$ cat src/rtl/core/routing_table_engine_unit_defines.svh
// Assertion macros for the routing table engine.
// Included by the top level only; define NO_ASSERTIONS to compile them out.
`ifndef ROUTING_TABLE_ENGINE_UNIT_DEFINES_SVH
`define ROUTING_TABLE_ENGINE_UNIT_DEFINES_SVH

`ifndef NO_ASSERTIONS
// Same-cycle implication, checked out of reset.
`define RTE_ASSERT(label, ante, cons) \
    label: assert property (@(posedge clk) disable iff (!rst_n) (ante) |-> (cons)) \
        else $error("%m: assertion failed");
// Next-cycle implication, checked out of reset.
`define RTE_ASSERT_NEXT(label, ante, cons) \
    label: assert property (@(posedge clk) disable iff (!rst_n) (ante) |=> (cons)) \
        else $error("%m: assertion failed");
`else
`define RTE_ASSERT(label, ante, cons)
`define RTE_ASSERT_NEXT(label, ante, cons)
`endif

`endif

$ cat src/rtl/core/rte_pkg.sv
// Shared types and codes for the routing table engine.
// No dependencies; used by rte_cmp and routing_table_engine_unit.
package rte_pkg;

    typedef enum logic [1:0] {
        OP_LOOKUP   = 2'd0,
        OP_ADD      = 2'd1,
        OP_DEL_DEST = 2'd2,
        OP_DEL_HOP  = 2'd3
    } op_t;

    localparam int ADDR_W = 8;

    typedef struct packed {
        op_t               op;
        logic [ADDR_W-1:0] dest_addr;
        logic [ADDR_W-1:0] hop_addr;
    } route_req_t;

    typedef struct packed {
        logic [ADDR_W-1:0] next_hop;
        logic              hit;
        logic              table_full;
    } route_rsp_t;

    typedef struct packed {
        logic [ADDR_W-1:0] dest;
        logic [ADDR_W-1:0] hop;
    } entry_t;

    // Verdict of the compare unit on one table entry.
    typedef struct packed {
        logic match;   // entry counts as a hit for this op
        logic stop;    // end the scan at this entry
        logic fill;    // write request into this entry
        logic clear;   // empty this entry
    } cmp_res_t;

endpackage

$ cat src/rtl/core/rte_ram.sv
// Generic single-write, single-read RAM with registered read data.
// No dependencies.
module rte_ram #(
    parameter int WIDTH  = 16,
    parameter int DEPTH  = 8,
    parameter int ADDR_W = 3
) (
    input  logic              clk,
    input  logic              wr_en,
    input  logic [ADDR_W-1:0] wr_addr,
    input  logic [WIDTH-1:0]  wr_data,
    input  logic              rd_en,
    input  logic [ADDR_W-1:0] rd_addr,
    output logic [WIDTH-1:0]  rd_data
);

    logic [WIDTH-1:0] mem [DEPTH];
    logic [WIDTH-1:0] rd_data_reg;

    always_ff @(posedge clk)
    begin
        if (wr_en)
        begin
            mem[wr_addr] <= wr_data;
        end
        if (rd_en)
        begin
            rd_data_reg <= mem[rd_addr];
        end
    end

    assign rd_data = rd_data_reg;

endmodule

$ cat src/rtl/core/rte_cmp.sv
// Shared compare unit: judges one table entry against the current request.
// Depends on rte_pkg.
module rte_cmp (
    input  rte_pkg::route_req_t req,
    input  logic                entry_valid,
    input  rte_pkg::entry_t     entry,
    output rte_pkg::cmp_res_t   res
);

    logic dest_eq;
    logic hop_eq;

    assign dest_eq = entry_valid && (entry.dest == req.dest_addr);
    assign hop_eq  = entry_valid && (entry.hop == req.hop_addr);

    always_comb
    begin
        res = '0;
        case (req.op)
            rte_pkg::OP_LOOKUP:
            begin
                res.match = dest_eq;
                res.stop  = dest_eq;
            end
            rte_pkg::OP_ADD:
            begin
                // first entry that matches or is empty takes the add
                res.match = dest_eq || !entry_valid;
                res.stop  = dest_eq || !entry_valid;
                res.fill  = dest_eq || !entry_valid;
            end
            rte_pkg::OP_DEL_DEST:
            begin
                res.match = dest_eq;
                res.stop  = dest_eq;
                res.clear = dest_eq;
            end
            rte_pkg::OP_DEL_HOP:
            begin
                res.match = hop_eq;
                res.clear = hop_eq;
            end
            default:
            begin
                res = '0;
            end
        endcase
    end

endmodule

$ cat src/rtl/core/routing_table_engine_unit.sv
// Top level of the next-hop routing table: scan sequencer, entry RAM, valid bits.
// Depends on rte_pkg, rte_ram, rte_cmp and routing_table_engine_unit_defines.svh.
//
//  channel   handshake         payload          notes
//  request   start / busy      req (route_req)  taken when start && !busy
//  result    done (strobe)     rsp (route_rsp)  one cycle, cannot be held off
//
// One entry is read and judged per cycle by the shared compare unit; the RAM
// read port sets the pace. A request with destination 0 (not a hop purge)
// answers in the cycle after it is taken; any other scans from entry 0 to its
// stop entry or the last entry. Reset clears all valid bits at once, so the
// table is empty right after reset with no clearing pass. busy stays high for
// the whole scan; the result register frees the block in the cycle done shows.
`include "routing_table_engine_unit_defines.svh"

module routing_table_engine_unit #(
    parameter int ROUTE_ENTRIES = 8
) (
    input  logic                clk,
    input  logic                rst_n,
    input  logic                start,
    output logic                busy,
    input  rte_pkg::route_req_t req,
    output logic                done,
    output rte_pkg::route_rsp_t rsp
);

    localparam int IDX_W = (ROUTE_ENTRIES > 1) ? $clog2(ROUTE_ENTRIES) : 1;
    localparam logic [IDX_W-1:0] LAST_IDX = IDX_W'(ROUTE_ENTRIES - 1);

    typedef enum logic [1:0] {
        ST_IDLE = 2'b01,
        ST_SCAN = 2'b10
    } state_t;

    state_t                   state_reg, state_next;
    rte_pkg::route_req_t      req_reg, req_next;
    logic [IDX_W-1:0]         idx_reg, idx_next;
    logic                     hit_acc_reg, hit_acc_next;
    logic [ROUTE_ENTRIES-1:0] valid_reg, valid_next;
    logic                     done_reg, done_next;
    rte_pkg::route_rsp_t      rsp_reg, rsp_next;

    logic                     ram_wr_en;
    rte_pkg::entry_t          ram_wr_data;
    logic                     ram_rd_en;
    logic [IDX_W-1:0]         ram_rd_addr;
    rte_pkg::entry_t          ram_rd_data;
    rte_pkg::cmp_res_t        cmp;
    logic                     last_entry;

    rte_ram #(
        .WIDTH  ($bits(rte_pkg::entry_t)),
        .DEPTH  (ROUTE_ENTRIES),
        .ADDR_W (IDX_W)
    ) u_ram (
        .clk     (clk),
        .wr_en   (ram_wr_en),
        .wr_addr (idx_reg),
        .wr_data (ram_wr_data),
        .rd_en   (ram_rd_en),
        .rd_addr (ram_rd_addr),
        .rd_data (ram_rd_data)
    );

    rte_cmp u_cmp (
        .req         (req_reg),
        .entry_valid (valid_reg[idx_reg]),
        .entry       (ram_rd_data),
        .res         (cmp)
    );

    assign last_entry  = (idx_reg == LAST_IDX);
    assign ram_wr_data = '{dest: req_reg.dest_addr, hop: req_reg.hop_addr};

    always_comb
    begin
        state_next   = state_reg;
        req_next     = req_reg;
        idx_next     = idx_reg;
        hit_acc_next = hit_acc_reg;
        valid_next   = valid_reg;
        done_next    = 1'b0;
        rsp_next     = rsp_reg;
        ram_wr_en    = 1'b0;
        ram_rd_en    = 1'b0;
        ram_rd_addr  = '0;

        case (state_reg)
            ST_IDLE:
            begin
                if (start)
                begin
                    req_next     = req;
                    idx_next     = '0;
                    hit_acc_next = 1'b0;
                    // destination 0 is the empty mark: answer at once
                    if ((req.op != rte_pkg::OP_DEL_HOP) && (req.dest_addr == '0))
                    begin
                        done_next = 1'b1;
                        rsp_next  = '0;
                    end
                    else
                    begin
                        ram_rd_en  = 1'b1;
                        state_next = ST_SCAN;
                    end
                end
            end
            ST_SCAN:
            begin
                if (cmp.clear)
                begin
                    valid_next[idx_reg] = 1'b0;
                end
                if (cmp.fill)
                begin
                    ram_wr_en           = 1'b1;
                    valid_next[idx_reg] = 1'b1;
                end
                if (cmp.match)
                begin
                    hit_acc_next = 1'b1;
                end

                if (cmp.stop || last_entry)
                begin
                    done_next           = 1'b1;
                    state_next          = ST_IDLE;
                    rsp_next.next_hop   = (req_reg.op == rte_pkg::OP_LOOKUP && cmp.stop) ?
                                          ram_rd_data.hop : '0;
                    rsp_next.hit        = cmp.match || hit_acc_reg;
                    rsp_next.table_full = (req_reg.op == rte_pkg::OP_ADD) && !cmp.stop;
                end
                else
                begin
                    // advance: fetch the next entry while this one is judged
                    ram_rd_en   = 1'b1;
                    ram_rd_addr = idx_reg + 1'b1;
                    idx_next    = idx_reg + 1'b1;
                end
            end
            default:
            begin
                state_next = ST_IDLE;
            end
        endcase
    end

    always_ff @(posedge clk or negedge rst_n)
    begin
        if (!rst_n)
        begin
            state_reg   <= ST_IDLE;
            idx_reg     <= '0;
            hit_acc_reg <= 1'b0;
            valid_reg   <= '0;
            done_reg    <= 1'b0;
        end
        else
        begin
            state_reg   <= state_next;
            idx_reg     <= idx_next;
            hit_acc_reg <= hit_acc_next;
            valid_reg   <= valid_next;
            done_reg    <= done_next;
        end
    end

    always_ff @(posedge clk)
    begin
        req_reg <= req_next;
        rsp_reg <= rsp_next;
    end

    assign busy = (state_reg == ST_SCAN);
    assign done = done_reg;
    assign rsp  = rsp_reg;

    // an accepted transaction either scans or answers in the next cycle
    `RTE_ASSERT_NEXT(a_accept_progress, start && !busy, busy || done)
    // a full report only comes from an add against a table with no empty entry
    `RTE_ASSERT(a_full_only_when_full, done && rsp.table_full,
        (&valid_reg) && (req_reg.op == rte_pkg::OP_ADD) && !rsp.hit)
    // a nonzero hop is only returned by a lookup hit
    `RTE_ASSERT(a_hop_from_lookup, done && (rsp.next_hop != '0),
        (req_reg.op == rte_pkg::OP_LOOKUP) && rsp.hit)

endmodule

$ cat config.mk
export PLATFORM = sky130hd
export DESIGN_NAME = routing_table_engine_unit
export DESIGN_NICKNAME = d
export VERILOG_FILES = /design/src/rtl/core/rte_pkg.sv /design/src/rtl/core/rte_ram.sv /design/src/rtl/core/rte_cmp.sv /design/src/rtl/core/routing_table_engine_unit.sv
export VERILOG_INCLUDE_DIRS = /design/src /design/src/rtl/core
export SDC_FILE = /design/constraint.sdc
export NUM_CORES = 1
export LEC_CHECK = 0
export BUFFER_PORTS_ARGS = -buffer_cell sky130_fd_sc_hd__buf_2
export CAP_MARGIN = 20
export CORE_MARGIN = 3
export CORE_UTILIZATION = 45
export CTS_BUF_LIST = sky130_fd_sc_hd__clkbuf_4
export DETAILED_ROUTE_END_ITERATION = 12
export PLACE_DENSITY_LB_ADDON = 0.05
export SYNTH_ARGS = -nofsm -noshare
export SYNTH_HDL_FRONTEND = slang
export SYNTH_HIERARCHICAL = 1
export SYNTH_SLANG_ARGS = --single-unit
export TNS_END_PERCENT = 50
$ cat constraint.sdc
create_clock -name clk -period 3.5 [get_ports clk]
set_input_delay 0.7 -clock clk [delete_from_list [all_inputs] [get_ports clk]]
set_output_delay 0.7 -clock clk [all_outputs]
set_load 0.01 [all_outputs]
==> PnR_summary.wiki <==
{| class="wikitable"
! Metric !! Value
|-
| Outcome || completed
|-
| Vias in the first global route || 3696
|-
| Max Fclk || 0.3085 GHz
|-
| DPL Wire Length || 9.040 mm
|-
| Cells traversed along the worst timing path || mux4_1, mux2_2, o21ai_0, nor2_1, nor2_1, nand2_1, nor2_4, buf_12, mux4_1, mux2_2
|-
| Maximum ir drop on the vdd rail || 0.2465 mV
|-
| CTS Hold Bufs || 1
|-
| Transition time at the pin with the least slew margin || 0.7470 ns
|-
| Family with the most delay on the worst path || multiplexers
|-
| Largest stage delay on the critical path || 0.57 ns
|-
| Number of maximum-capacitance violations || 0
|-
| Remaining antenna violation count after routing || 0
|-
| Fraction of the yosys area taken by sequential cells || 74.51%
|-
| Clock latency reported for the late side of the worst-skew pair || 0.56 ns
|-
| Share of Yosys cell area claimed by the top area cell type || 69.45%
|-
| Final Critical Period || 3.242 ns
|-
| Number of levels in the clock H-tree || 4
|-
| Leak || 2.795 nW
|-
| Required time of the critical path || 3.82 ns
|-
| Post-route clock period utilization || 92.63%
|-
| Boundary pin count || 33
|-
| Width of the chip || 134.6 microns
|-
| Fin area || 0.008341 sq mm
|-
| Total of warnings raised by yosys || 6
|-
| Wire length of the first global-routing pass || 22.44 mm
|-
| Setup fix buffers added after clock tree synthesis || 0
|-
| GPL Wtd Cong || 0.7518
|-
| Worst hold path type || primary input to flop
|-
| Final nets || 454
|-
| Commonest cells after routing, fill and taps aside || edfxtp_1 (172), buf_2 (32), mux4_1 (30)
|-
| Filler cell count || 1323
|-
| Endpoints failing hold || 0
|-
| Synth async-reset ratio || 8.021%
|-
| Number of library cell types mapped by synthesis || 37
|-
| Critical Path Fanout Max || 16
|-
| Setup CP Type || flop to flop
|-
| Areal power density over the cells || 588.2 mW/mm^2
|-
| Fin. max-slew vios || 0
|-
| DP Area || 0.008036 sq mm
|-
| Most used flip-flop cell after synthesis || edfxtp_1
|-
| Post-Synthesis Net Count || 390
|-
| Max Clock Skew || 0.02233 ns
|-
| Master cell of the clock root buffer || clkbuf_4
|-
| Worst-case setup slack after placement || 0.2465 ns
|-
| DRT Pass-1 Iters || 4
|-
| Number of clock buffers inserted by TritonCTS || 17
|-
| Post-route core utilization || 52.13%
|-
| Register bit total from synthesis || 187
|-
| Cell with the biggest individual delay on the critical path || mux4_1
|-
| Buffers added on ports || 32
|-
| Number of antenna violations at the first check in global routing || 0
|-
| DR WL/cell || 22.12 microns
|-
| Number of violations reported at the end of detailed-routing iteration 0 || 282
|-
| Clock edge transition at the registers on the reported setup and hold paths || 0.15 ns
|-
| Sum of buffers and inverters on the critical path || 1
|-
| Nature of the critical path startpoint || flop
|-
| Worst max-slew margin expressed relative to the limit || 49.74%
|-
| Vias post-DR || 3585
|-
| Number of gates resized after cts || 0
|-
| Number of cells after detailed placement || 625
|-
| Core outline area || 0.01600 sq mm
|-
| Cell taking the most area after synthesis || edfxtp_1
|-
| Final Worst Setup Slack || 0.2580 ns
|-
| Total Wirelength || 14.56 mm
|-
| Total power after layout || 4.906 mW
|-
| Number of standard cells in the layout, taps in and fillers out || 658
|-
| Post-Route Hold Slack || 0.3037 ns
|-
| Effective utilization at floorplan || 46.48%
|-
| Post-Synthesis Cells || 365
|-
| Pin count of the biggest net entering global routing || 22
|-
| Relative area change from synthesis to final layout || 12.15%
|-
| Unrepaired setup endpoints after global routing || no
|-
| Setup-violating endpoint count in the final report || 0
|-
| Proportion of layout cells with a drive suffix above 1 || 26.70%
|-
| Detail-routed via count per cell || 5.448
|-
| Post-Syn Area || 0.007437 sq mm
|-
| Number of flip-flops under the largest register name || 128
|-
| Dominant cells by area after synthesis || edfxtp_1 (69%), mux4_1 (11%), dfrtp_1 (4.7%)
|-
| Overall track demand over capacity in global routing || 17.29%
|-
| Average cell area after synthesis || 20.38 sq um
|-
| Number of enable-type register cells in the synthesized netlist || 172
|-
| Maximum root-to-sink buffer count || 2
|-
| TritonCTS clock tree || done
|-
| Die ar. || 0.01811 sq mm
|-
| Number of DRC violations after detailed routing || 0
|-
| Number of antenna cells inserted || 0
|-
| Clock net sink count || 187
|-
| Die Span Y || 134.6 microns
|-
| Crit. End Element || flop
|-
| Worst Path Arrival || 3.57 ns
|-
| Number of standard-cell rows in the floorplan || 46
|-
| Most common cell after layout, fill and taps aside || edfxtp_1
|-
| Final total negative setup slack || 0 ns
|-
| GRT Residual Overflow || 0
|}
metal layers:
metal	up-vias	GRT usage [%]	part of all wire [%]
li1	1624	-	-
met2	67	28.10	50
met5	-	0	0
met1	1883	23.99	45
met4	0	5.260	1.2
met3	11	3.465	3.3
final timing paths:
path | end | depth (start not counted) | slack, ns | startpoint
worst max-delay path | u_ram/rd_data[10] | 10 | 0.26 | idx_reg[1]
worst min-delay path | ram_wr_data[5] | 1 | 0.30 | req[5]
worst max register to register | u_ram/rd_data[10] | 10 | 0.26 | idx_reg[1]
worst min register to register | valid_reg[7] | 2 | 0.52 | valid_reg[7]
max in group asynchronous | state_reg[0] | 2 | 2.58 | rst_n
min in group asynchronous | hit_acc_reg | 2 | 0.59 | rst_n
cell usage after synthesis (2+ instances only):
cell / n
nand2_1: 11
and2_1: 11
nor2_1: 13
a22o_1: 2
edfxtp_1: 172
nand4_1: 2
nor3_1: 3
dfrtp_1: 14
mux4_1: 30
o2bb2ai_1: 2
nand3_1: 2
xor2_1: 16
a2bb2oi_1: 2
a21oi_1: 2
nor3b_1: 2
o21ai_0: 19
inv_1: 3
ha_1: 4
nand2b_1: 7
mux2_2: 19
nor4_2: 2
buf_1: 4
buf_6: 4
mux4_2: 4
nor4_1: 3
power by group:
group	internal [mW]	total (mW)	switching, mW
Sequential	2.72	2.87	0.149
Combinational	0.402	0.856	0.455
Clock	0.434	1.18	0.743
final cells by class:
| class | count | area, sq um | area share [%] |
|---|---|---|---|
| Clock buffer | 17 | 127.6 | 1.530 |
| Timing Repair Buffer | 55 | 385.4 | 4.620 |
| Inverter | 3 | 11.26 | 0.1350 |
| Sequential cell | 187 | 5542 | 66.44 |
| Clock inverter | 15 | 166.4 | 1.995 |
| Tap cell | 216 | 270.3 | 3.240 |
| Multi-Input combinational cell | 165 | 1838 | 22.04 |
logic make-up after synthesis:
| kind of cell | after synthesis | share of synthesized area, % |
|---|---|---|
| AOI/OAI and AO/OA | 30 | 2.423 |
| xor gates and xnor gates | 16 | 1.884 |
| adders and majority gates | 4 | 0.6730 |
| buffers and inverters | 13 | 1.093 |
| DFF | 187 | 74.51 |
| muxes | 54 | 14.82 |
| and+or+nand+nor | 61 | 4.593 |
worst reg2reg max path, delay by kind of cell, from the launching register on:
kind,cells,cell delay (ns)
AOI/OAI and AO/OA,1,0.21
and+or+nand+nor,4,0.53
DFF,1,0.39
muxes,4,1.70
buffers and inverters,1,0.19
Note: power is estimated with default switching activity, not from simulation.
